### config.mk
export PLATFORM = sky130hd
export DESIGN_NAME = rabs_lane
export DESIGN_NICKNAME = d
export VERILOG_FILES = /design/src/design/rabs_pkg.sv /design/src/design/rabs_lane.sv
export SDC_FILE = /design/constraint.sdc
export NUM_CORES = 1
export LEC_CHECK = 0
export ABC_AREA = 1
export BUFFER_PORTS_ARGS = -buffer_cell sky130_fd_sc_hd__buf_2
export CORE_MARGIN = 3
export CORE_UTILIZATION = 35
export DETAILED_ROUTE_END_ITERATION = 10
export GPL_ROUTABILITY_DRIVEN = 0
export PLACE_DENSITY = 0.6
export RECOVER_POWER = 25
export SYNTH_ARGS = -nofsm -noshare
export SYNTH_HDL_FRONTEND = slang
export SYNTH_SLANG_ARGS = --single-unit
### constraint.sdc
create_clock -name clk_i -period 6.9 [get_ports clk_i]
set_clock_uncertainty 0.2 [all_clocks]
set_input_delay 0.69 -clock clk_i [delete_from_list [all_inputs] [get_ports clk_i]]
set_output_delay 0.69 -clock clk_i [all_outputs]
set_load 0.01 [all_outputs]
### src/design/rabs_pkg.sv
// rabs_pkg: shared constants, types and register codes of the running average
// background subtraction block; used by every module, depends on nothing
`default_nettype none
package rabs_pkg;

  localparam int unsigned IMG_WIDTH  = 640;
  localparam int unsigned IMG_HEIGHT = 480;
  localparam int unsigned CHANNELS   = 3;
  localparam int unsigned NPIX       = IMG_WIDTH * IMG_HEIGHT;
  localparam int unsigned ADDR_W     = (NPIX > 1) ? $clog2(NPIX) : 1;

  localparam int unsigned PIX_W   = 19;
  localparam int unsigned SAMP_W  = 8;
  localparam int unsigned FRAC_W  = 16;
  localparam int unsigned MEAN_W  = SAMP_W + FRAC_W;
  localparam int unsigned RATE_W  = 16;
  localparam int unsigned THR_W   = 8;
  localparam int unsigned FC_W    = 4;
  localparam int unsigned PROD_W  = MEAN_W + RATE_W;
  localparam int unsigned STORE_W = CHANNELS * MEAN_W;

  localparam logic [FC_W-1:0]   FC_MAX   = {FC_W{1'b1}};
  localparam logic [PROD_W-1:0] ROUND_HALF = PROD_W'(1) << (FRAC_W - 1);

  localparam int unsigned CFG_IDX_W  = 3;
  localparam int unsigned CFG_DATA_W = 16;

  localparam logic [THR_W-1:0]  THRESHOLD_RST = 8'd30;
  localparam logic [FC_W-1:0]   WARMUP_RST    = 4'd10;
  localparam logic [RATE_W-1:0] WARM_RATE_RST = 16'd32768;
  localparam logic [RATE_W-1:0] STEADY_RST    = 16'd3;
  localparam logic [RATE_W-1:0] CLOSE_RST     = 16'd3277;

  typedef enum logic [CFG_IDX_W-1:0] {
    CfgThreshold    = 3'd0,
    CfgWarmupFrames = 3'd1,
    CfgWarmupRate   = 3'd2,
    CfgSteadyRate   = 3'd3,
    CfgCloseRate    = 3'd4
  } cfg_idx_e;

  // control that travels alongside an item through the update stages
  typedef struct packed {
    logic [ADDR_W-1:0] addr;
    logic              live;
    logic              hold;
    logic              fast;
    logic              first;
  } ctl_t;

  typedef struct packed {
    logic              en;
    logic [ADDR_W-1:0] addr;
  } rd_req_t;

  typedef struct packed {
    logic               vld_en;
    logic               mean_en;
    logic [ADDR_W-1:0]  addr;
    logic [STORE_W-1:0] data;
  } wr_req_t;

endpackage
`default_nettype wire

### src/design/rabs_lane.sv
// rabs_lane: one colour channel of the update datapath, compare, multiply
// and move the mean toward the sample; depends on rabs_pkg
`default_nettype none
module rabs_lane import rabs_pkg::*; (
  input  wire logic              clk_i,
  input  wire logic              ld2_i,
  input  wire logic              ld3_i,
  input  wire logic [MEAN_W-1:0] mean_i,
  input  wire logic [SAMP_W-1:0] sample_i,
  input  wire logic [THR_W-1:0]  thr_i,
  input  wire logic [RATE_W-1:0] fast_rate_i,
  input  wire logic [RATE_W-1:0] close_rate_i,
  input  wire logic              first_i,
  output logic                   over_o,
  output logic [MEAN_W-1:0]      mean_o
);

  logic [MEAN_W-1:0] s_full, dif, thr_full;
  logic              up, over;
  logic [RATE_W-1:0] rate;

  logic [MEAN_W-1:0] dif2_q, m2_q, m3_q;
  logic [SAMP_W-1:0] s2_q, s3_q;
  logic [RATE_W-1:0] rate2_q;
  logic              up2_q, up3_q, over2_q, over3_q;
  logic [PROD_W-1:0] prod3_q;
  logic [MEAN_W-1:0] delta;

  assign s_full   = {sample_i, FRAC_W'(0)};
  assign thr_full = {thr_i, FRAC_W'(0)};
  assign up       = s_full >= mean_i;
  assign dif      = up ? (s_full - mean_i) : (mean_i - s_full);
  assign over     = dif > thr_full;
  assign rate     = over ? fast_rate_i : close_rate_i;

  always_ff @(posedge clk_i) begin
    if (ld2_i) begin
      dif2_q  <= dif;
      rate2_q <= rate;
      up2_q   <= up;
      m2_q    <= mean_i;
      s2_q    <= sample_i;
      over2_q <= over;
    end
  end

  // rounding half folded into the product register
  always_ff @(posedge clk_i) begin
    if (ld3_i) begin
      prod3_q <= PROD_W'(dif2_q) * PROD_W'(rate2_q) + ROUND_HALF;
      up3_q   <= up2_q;
      m3_q    <= m2_q;
      s3_q    <= s2_q;
      over3_q <= over2_q;
    end
  end

  assign delta  = prod3_q[FRAC_W +: MEAN_W];
  assign over_o = over3_q;

  always_comb begin
    if (first_i) begin
      mean_o = {s3_q, FRAC_W'(0)};
    end else if (up3_q) begin
      mean_o = m3_q + delta;
    end else begin
      mean_o = m3_q - delta;
    end
  end

endmodule
`default_nettype wire

==> After elaboration in Yosys (flattened, before gate mapping) <==
Index checks and enable logic that the tools add are counted.
{ "word_totals": {"regBits": 148, "input_bits": 76, "out_inout_bits": 25, "elab_cells": 23} }
{ "classes": {"addsub": 5, "mul": 1, "order_cmp": 2, "muxes": 4} }
{ "ops": {"columns": ["cell", "n"], "rows": [
  ["$mux W24", 3],
  ["$sub A24 B24 Y24", 3],
  ["$add A40 B16 Y40 const B", 1],
  ["$mul A24 B16 Y40", 1],
  ["$add A24 B24 Y24", 1],
  ["$ge A24 B24 Y1", 1],
  ["$gt A24 B24 Y1", 1],
  ["$mux W16", 1]
]} }

==> Logic depth before layout (Yosys ltp) <==
Gate-level depths: netlist (run 1).
{ "logic_depth": {"depth_word": 4, "ltp_mapped": 27, "depth_no_buf": 25} }

==> Worst setup path before layout (run 1) <==
OpenSTA, ideal clock, no wires.
{ "synth_path": {"kind": "register to register", "start": "reg dif2_q[13]", "end": "reg prod3_q[36], data pin", "setup_ns": 0.252, "t_arrival_ns": 5.359, "required_time_ns": 6.448, "setup_slack_ns": 1.089, "stages_incl_launch_ff": 24, "path_buffers": 2, "synth_period_minus_slack_ns": 5.811, "cell_sequence": "edfxtp_1 > clkbuf_1 > clkbuf_1 > nand2_1 > fa_1 > inv_1 > fa_1 > inv_1 > fa_1 > inv_1 > fa_1 > fa_1 > inv_1 > fa_1 > inv_1 > ha_1 > nand2_1 > nor2_1 > nand2_1 > or3_1 > nand2_1 > nand3b_1 > nand3_1 > nand2_1"} }
{ "synth_between": {"elab_chain_len": 2} }
{ "synth_rtl": {"columns": ["element", "line", "rtl"], "rows": [
  ["start: declaration", "rabs_lane.sv:22", "logic [MEAN_W-1:0] dif2_q, m2_q, m3_q;"],
  ["start signal: assignment", "rabs_lane.sv:38", "dif2_q <= dif;"],
  ["$mul A24 B16 Y40", "rabs_lane.sv:50", "prod3_q <= PROD_W'(dif2_q) * PROD_W'(rate2_q) + ROUND_HALF;"],
  ["$add A40 B16 Y40", "rabs_lane.sv:50", null],
  ["end signal: assignment", "rabs_lane.sv:50", null],
  ["end: declaration", "rabs_lane.sv:26", "logic [PROD_W-1:0] prod3_q;"]
]} }
Every way passes these cells.
A chain may end at the register's enable or synchronous reset.

==> Worst setup path in the final report (run 1) <==
{ "layout_path": {"start": "reg rate2_q[8]", "end": "reg prod3_q[28], data pin"} }
{ "layout_between": {"elab_chain_len": 2} }
{ "layout_rtl": {"columns": ["element", "line", "rtl"], "rows": [
  ["start: declaration", "rabs_lane.sv:24", "logic [RATE_W-1:0] rate2_q;"],
  ["start signal: assignment", "rabs_lane.sv:39", "rate2_q <= rate;"],
  ["$mul A24 B16 Y40", "rabs_lane.sv:50", null],
  ["$add A40 B16 Y40", "rabs_lane.sv:50", null]
]} }
Every way passes these cells.

==> key figures, run 1 <==
Min path
  • Hold_sp: m2_q[23]
  • HP Class: flop to flop
  • Hold Path Depth: 0
  • Worst hold endpoint: m3_q[23]

Die
  • Row Count: 89
  • # IOs: ~100
  • Initial Util: 35.47%
  • Die area: 63010 sq um
  • Die Height: 251.0 um
  • Core area: just under 60000 sq um
  • Die W: 251.0 um

Placed design
  • Post-DP HPWL: 44640 um
  • Number of port buffers: 100

GRT
  • Initial antenna violation count: 0
  • Vias in the first global route: 16685
  • Pin count of the biggest net entering global routing: 74
  • Remaining global-route overflow: 0
  • GRT Total Usage: 17.40%
  • First-pass GRT wire length: 87330 um

Clock tree
  • Post_cts resized: 0
  • CTS tree: done
  • Clock Path Buffers: 2
  • Root Driver: clkbuf_16
  • H-tree depth: 4
  • Clock-pin slew on the worst setup and hold paths: 0.07 ns
  • Post-cts hold buffer count: 0
  • Setup Buffers After CTS: 0
  • Sink Count: 131
  • Worst skew pair latency: 0.44 ns
  • Total CTS buffers: 17

Synthesis
  • Syn Nets: ~3200
  • Synthesis warning total: 0
  • Seq cells post-synth: 131
  • Cell Area, Synth: 21010 sq um
  • Netlist cell types: 42
  • Post-synthesis instance total: 2653
  • Post-synthesis sequential area ratio: about a fifth
  • Syn Area/Cell: 7.920 sq um

STA
  • Final period util: 93.41%
  • Fmax: 0.1551 GHz
  • Fin. Hold Viols: 0
  • Setup TNS: 0 ns
  • Tmin final: 6.445 ns
  • RSZ-0062 raised after global routing: false
  • Relative slew margins: -125.0%
  • Max-slew violations: 59
  • Setup-failing EPs final: 0
  • Worst-margin pin slew: 3.376 ns

Worst setup path
  • Worst Path Required: 6.95 ns
  • Reg2Reg Setup Slack: around 0.45 ns
  • Worst-path fanout max: 17
  • Cell depth of the worst flop-to-flop path: 20
  • RR Endpoint: prod3_q[28]
  • R2R Path Start: rate2_q[8]
  • CP arrival: 6.50 ns
  • Crit Path Class: flop to flop
  • Critical Path Sink Type: flop
  • Startpoint Class: flop

Routing
  • Iter 0 DRT Violations: 1000
  • Highest Signal Layer: met4
  • Met1 wire length: 23190 um
  • Avg Vias per Cell: 4.690
  • DR vias: around 16000
  • Routed wire length per instance: 15.14 um
  • ANT nets after route: 0
  • WL met2: 26610 um
  • Metal3 WL: 2019 um
  • Initial DRT Pass Iterations: 5
  • Routed WL: ~53000 um
  • Post-route DRC violation count: 0

Run status
  • Failing checks: capacitance limit, slew limit
  • Outcome: complete, but fails checks

Final layout
  • Area delta synth->final: 8.932%
  • Fill count: 6182
  • Area of the multi-input gates: 14010 sq um
  • Antenna diode count: 0
  • Nets: 3271
  • Layout cells sized above 1: 6.018%
  • Reg area: 3934 sq um

Flow run
  • Total of max-cap violations: 1
-- Yosys cell counts (all sizes together) --
library cell | count | area [sq um]
inv | 714 | 2680
nand2 | 705 | 2710
fa | 307 | 6146
ha | 176 | 2202
nor2 | 132 | 530.5
edfxtp | 131 | 3934
a21oi | 87 | 446.7
clkbuf | 85 | 319.1
nand3 | 84 | 432.9
o21ai | 65 | 325.3
xor2 | 43 | 376.6
a21o | 18 | 135.1
xnor2 | 18 | 157.7
a31oi | 15 | 93.84
nor3 | 13 | 65.06
nand4 | 11 | 68.82
buf | 7 | 71.32
a211oi | 6 | 45.04
nand3b | 6 | 45.04
o21bai | 6 | 45.04
o21a | 5 | 37.54
nor4 | 3 | 18.77
o31ai | 3 | 22.52
or2 | 3 | 18.77
a21boi | 2 | 15.01
and3 | 2 | 12.51
mux2i | 2 | 20.02
o2111ai | 1 | 8.760
o211ai | 1 | 12.51
o41ai | 1 | 8.760
or3 | 1 | 6.260
-- cells by family (layout without fill, tap and decap cells) --
group / Yosys count / after routing / synth area share (%)
flops: 131 / 131 / 18.72
xor+xnor: 61 / 61 / 2.543
mux: 2 / 2 / 0.09528
compound gates: 210 / 210 / 5.693
simple gates: 960 / 960 / 18.60
fa+ha+maj: 483 / 483 / 39.73
buf+inv: 806 / 878 / 14.61
-- cell usage in the layout (no fill, tap or decap), types with 3 or more instances in the layout --
cell and n:
a211oi_1 6, a21o_1 18, a21oi_1 86, a31oi_1 15, buf_2 68, buf_4 30
clkbuf_1 34, clkbuf_16 17, clkinv_8 5, edfxtp_1 131, fa_1 307, ha_1 176
inv_1 710, inv_2 4, inv_8 6, nand2_1 689, nand2_2 13, nand3_1 83
nand3b_1 6, nand4_1 11, nor2_1 124, nor2_2 5, nor2_4 3, nor3_1 13
nor4_1 3, o21a_1 5, o21ai_0 65, o21bai_1 6, o31ai_1 3, or2_2 3
xnor2_1 18, xor2_1 43
-- critical path, stage by stage, from the launching register on --
cell and delay [ns]:
edfxtp_1 0.85, buf_4 0.29, nand2_1 0.09, fa_1 0.57, inv_1 0.05, fa_1 0.48
fa_1 0.63, fa_1 0.45, fa_1 0.49, inv_1 0.05, fa_1 0.47, inv_1 0.04
ha_1 0.34, nand2_1 0.11, nor2_1 0.14, nand2_1 0.08, or3_1 0.37, nand2_1 0.17
nand2_1 0.07, nand2_1 0.07, xor2_1 0.24
-- through the flow --
stage               hold slack, ns  instances  util [%]  area, sq um  setup slack (ns)
floorplan                   0.2003       2653         -        21010             1.089
global placement            0.2007       3466     37.69        22330            0.5304
detailed placement          0.2045       3466     37.69        22330            0.4897
CTS                         0.2190       3498     38.72        22940            0.4628
global route                0.2228       3498     38.64        22890            0.1654
finish                      0.2191       3498     38.64        22890            0.4545
-- metal layers --
layer	vias to the layer above	GRT usage (%)
met5	-	0
met4	0	4.442
met2	393	31.08
met1	7937	22.83
met3	67	1.469
li1	8009	-
-- final cells by class --
cell class              count  share of cell area (%)
multi-input cells        1716                   61.20
flip-flops and latches    131                   17.19
inverters                 714                   11.71
well taps                 773                   4.226
repair buffers            132                   3.028
clock buffers              17                   1.859
clock inverters            15                  0.7927
-- flip-flops by register name (all words and copies together), names as in the netlist, 8 cells and up --
| signal | flops |
|---|---|
| dif2_q | 24 |
| m2_q | 23 |
| m3_q | 24 |
| prod3_q | 24 |
| rate2_q | 16 |
| s2_q | 8 |
| s3_q | 8 |
-- worst max path at each step --
stage	start	endpoint	slack (ns)
floorplan	dif2_q[13]	prod3_q[36]	1.09
finish	rate2_q[8]	prod3_q[28]	0.45
global route	rate2_q[8]	prod3_q[28]	0.17
global placement	rate2_q[8]	prod3_q[28]	0.53
detailed placement	dif2_q[7]	prod3_q[28]	0.49
CTS	dif2_q[7]	prod3_q[28]	0.46
Power of run 1 is left out: the tool's default activity adds up to more than one toggle a clock period on the data nets, which glitch-free logic cannot reach.
==> inputs of run 2 (changes only) <==
Settings changed: CORE_UTILIZATION 35 to 55, PLACE_DENSITY 0.6 to 0.83.
==> key figures, run 2 (synthesis gave the netlist of run 1 again) <==
Routing
  • Post-route DRC violation count: 0
  • Iter 0 DRT Violations: 1649
  • Initial DRT Pass Iterations: 6
  • Avg Vias per Cell: 5.445
  • ANT nets after route: 0
  • DR vias: 17511
  • Routed WL: 52840 um
  • Routed wire length per instance: between 15 and 20 um

Die
  • Die Height: 201.5 um
  • Row Count: 70
  • Die W: 201.5 um
  • Initial Util: 56.58%
  • # IOs: 101
  • Core area: around 37000 sq um
  • Die area: 40580 sq um

Final layout
  • Antenna diode count: 0
  • Layout cells sized above 1: under 10%
  • Area delta synth->final: 6.925%
  • Regs by FF count: dif2_q (24), m3_q (24), prod3_q (24)
  • Most common cell after layout, fill and taps aside: inv_1
  • Nets: 3258
  • Commonest non-fill, non-tap cells in the layout: inv_1, nand2_1, fa_1, ha_1, edfxtp_1
  • Final core utilization: between 60 and 70%
  • Final Cell Area: 22470 sq um

Worst setup path
  • R2R Path Start: rate2_q[1]
  • CP max stage cell: edfxtp_1
  • Critical Path Start: rate2_q[1]
  • Buf/Inv on CP: 5
  • CP delay by family, top: adder cells
  • Worst Path Required: 6.87 ns
  • Worst path most repeated cell: fa_1
  • Max stage delay on crit path: between 0.9 and 1 ns
  • Critical Path Sink Type: flop
  • CP Cell Sequence: nand2_1, fa_1, inv_1, fa_1, inv_1, fa_1, fa_1, inv_1, fa_1, inv_1, fa_1, inv_1, ha_1, a21oi_1, o21ai_0, a21oi_1, nor2_1, a211oi_1, nand2_1, xnor2_1
  • CP arrival: 6.46 ns
  • Worst-path fanout max: 23
  • Startpoint Class: flop
  • Crit Path Class: flop to flop

GRT
  • First-pass GRT wire length: ~87000 um
  • Vias in the first global route: ~18000
  • Initial antenna violation count: 0
  • Pin count of the biggest net entering global routing: 74
  • GRT Total Usage: 26.44%
  • Remaining global-route overflow: 0

STA
  • Fmax: 0.1542 GHz
  • Setup TNS: 0 ns
  • Tmin final: ~6.5 ns
  • Final period util: between 90% and 100%
  • Setup-failing EPs final: 0
  • Max-slew violations: 59
  • Worst-margin pin slew: 3.198 ns
  • Relative slew margins: -113.2%
  • Hold WS: 0.2210 ns
  • RSZ-0062 raised after global routing: false
  • Fin. Hold Viols: 0

Flow run
  • Total of max-cap violations: 1

Clock tree
  • Clock Path Buffers: 2
  • CTS tree: done
  • Sink Count: 131
  • Post_cts resized: 0
  • Setup Buffers After CTS: 0
  • Worst skew pair latency: 0.44 ns
  • Total CTS buffers: 17
  • Clock-pin slew on the worst setup and hold paths: 0.06 ns
  • Root Driver: clkbuf_16
  • H-tree depth: 4
  • Post-cts hold buffer count: 0

Placed design
  • Number of port buffers: 100
  • Post-DP HPWL: ~42000 um
  • Placement-stage cell area: between 20000 and 25000 sq um

Run status
  • Failing checks: capacitance limit, slew limit
  • Outcome: complete, but fails checks

Min path
  • Hold_sp: m2_q[7]
  • HP Class: flop to flop
-- run 2: stage by stage --
stage / setup slack [ns] / instances
2_1_floorplan: 1.089 / 2653
3_3_place_gp: 0.6918 / 3184
3_5_place_dp: 0.5621 / 3184
4_1_cts: 0.5139 / 3216
5_1_grt: 0.1196 / 3216
6_report: 0.4159 / 3216
-- run 2: worst paths after layout --
check                endpoint  slack (ns)  cells past startpoint
setup reg to reg  prod3_q[39]        0.42                     20
hold / removal        m3_q[7]        0.22                      0
setup / recovery  prod3_q[39]        0.42                     20
hold reg to reg       m3_q[7]        0.22                      0
-- run 2: routing by layer --
metal	wire length, um	global-route usage [%]	vias up
li1	-	-	7970
met1	19910	33.20	8405
met2	26000	45.78	923
met3	4506	3.802	213
met4	2428	11.51	0
met5	0	0	-
-- run 2: area by class of cell --
| cell class | instances | area, sq um |
|---|---|---|
| sequential | 131 | 3934 |
| fill | 3167 | 14670 |
| clock inverter | 15 | 190.2 |
| multi-input combinational | 1716 | 14010 |
| clock buffer | 17 | 425.4 |
| inverter | 714 | 2680 |
| tap | 504 | 630.6 |
| timing repair buffer | 119 | 599.3 |
Power of run 2 is left out for the same reason.
==> inputs of run 3 (changes only) <==
Settings changed: MAX_ROUTING_LAYER from default to met4.
Clock period 6.9 ns to 7.22 ns, I/O delays scaled along.
==> key figures, run 3 (synthesis gave the netlist of run 1 again) <==
STA
  • Hold WS: about 0.22 ns
  • Setup-failing EPs final: 0
  • Tmin final: 6.545 ns
  • Final period util: around 90%
  • Fin. Hold Viols: 0
  • Fmax: approximately 0.15 GHz
  • Relative slew margins: -117.0%
  • Setup TNS: 0 ns
  • Worst-margin pin slew: 3.255 ns
  • RSZ-0062 raised after global routing: false
  • Max-slew violations: 59

Routing
  • Initial DRT Pass Iterations: 6
  • Routed wire length per instance: 16.67 um
  • DR vias: approximately 17000
  • ANT nets after route: 0
  • Routed WL: ~53000 um
  • Avg Vias per Cell: ~5.4
  • Iter 0 DRT Violations: ~1400
  • Post-route DRC violation count: 0

Clock tree
  • Total CTS buffers: 17
  • Root Driver: clkbuf_16
  • Sink Count: roughly 130
  • Clock-pin slew on the worst setup and hold paths: ~0.07 ns
  • Clock Path Buffers: 2
  • Post-cts hold buffer count: 0
  • CTS tree: done
  • Setup Buffers After CTS: 0
  • Worst skew pair latency: 0.43 ns
  • Post_cts resized: 0
  • H-tree depth: 4

Final layout
  • Layout cells sized above 1: 5.185%
  • Regs by FF count: dif2_q (24), m3_q (24), prod3_q (24)
  • Most common cell after layout, fill and taps aside: inv_1
  • Nets: between 3000 and 4000
  • Area delta synth->final: 6.545%
  • Commonest non-fill, non-tap cells in the layout: inv_1, nand2_1, fa_1, ha_1, edfxtp_1

GRT
  • Pin count of the biggest net entering global routing: 74
  • Initial antenna violation count: 1
  • Remaining global-route overflow: 0
  • GRT Total Usage: 27.46%
  • Vias in the first global route: 18324
  • First-pass GRT wire length: 87570 um

Die
  • # IOs: roughly 100
  • Core area: approximately 37000 sq um
  • Die area: 40580 sq um
  • Initial Util: 56.58%
  • Die W: between 200 and 250 um
  • Row Count: 70
  • Die Height: ~200 um

Worst setup path
  • Critical Path Sink Type: flop
  • Worst-path fanout max: 24
  • Reg2Reg Setup Slack: 0.67 ns
  • CP arrival: between 6 and 7 ns
  • CP Cell Sequence: nand2_1, fa_1, fa_1, inv_1, fa_1, inv_1, fa_1, fa_1, fa_1, inv_1, ha_1, nand2_1, nand2_1, a21oi_1, o21a_1, nand3_1, a21oi_1, xnor2_1
  • CP delay by family, top: adder cells
  • Cell depth of the worst flop-to-flop path: 18
  • R2R Path Start: rate2_q[4]
  • Critical Path Start: rate2_q[4]
  • Worst Path Required: approximately 7.2 ns
  • Max stage delay on crit path: approximately 1.0 ns
  • RR Endpoint: prod3_q[30]
  • Startpoint Class: flop
  • Buf/Inv on CP: 3
  • CP max stage cell: edfxtp_1
  • Worst path most repeated cell: fa_1
  • Crit Path Class: flop to flop

Min path
  • HP Class: flop to flop
  • Hold Path Depth: 0
  • Hold_sp: s2_q[6]
  • Worst hold endpoint: s3_q[6]

Run status
  • Outcome: complete, but fails checks
  • Failing checks: capacitance limit, slew limit

Placed design
  • Post-DP HPWL: 42370 um
  • Number of port buffers: 100

Flow run
  • Total of max-cap violations: 1
run 3: per-layer routing:
metal	track usage (%)	up-vias	share of wire [%]
met5	-	-	0
met4	13.13	0	5.1
met3	4.481	248	8.7
met2	45.78	974	49
met1	32.71	8293	37
li1	-	7948	-
run 3: worst max-delay path by stage:
stage	to	slack, ns	cells past startpoint
final	prod3_q[30]	0.67	18
after global routing	prod3_q[35]	0.40	21
after CTS	prod3_q[37]	0.80	22
after detailed placement	prod3_q[30]	0.88	18
after global placement	prod3_q[30]	1.01	18
after floorplan	prod3_q[36]	1.41	23
run 3: area by class of cell:
cell class	instances	area [sq um]
inverter	714	2680
clock buffer	17	425.4
antenna	1	2.502
fill	3135	14750
multi-input combinational	1716	14010
tap	504	630.6
clock inverter	14	190.2
timing repair buffer	108	516.7
sequential	131	3934
run 3: through the flow:
step | area (sq um) | setup slack (ns) | cells | util, %
after floorplan | 21010 | 1.409 | 2653 | -
after global placement | 21810 | 1.005 | 3173 | 58.74
after detailed placement | 21810 | 0.8767 | 3173 | 58.74
after CTS | 22430 | 0.7994 | 3204 | 60.39
after global routing | 22390 | 0.4017 | 3205 | 60.28
final | 22390 | 0.6746 | 3205 | 60.28
Power of run 3 is left out for the same reason.
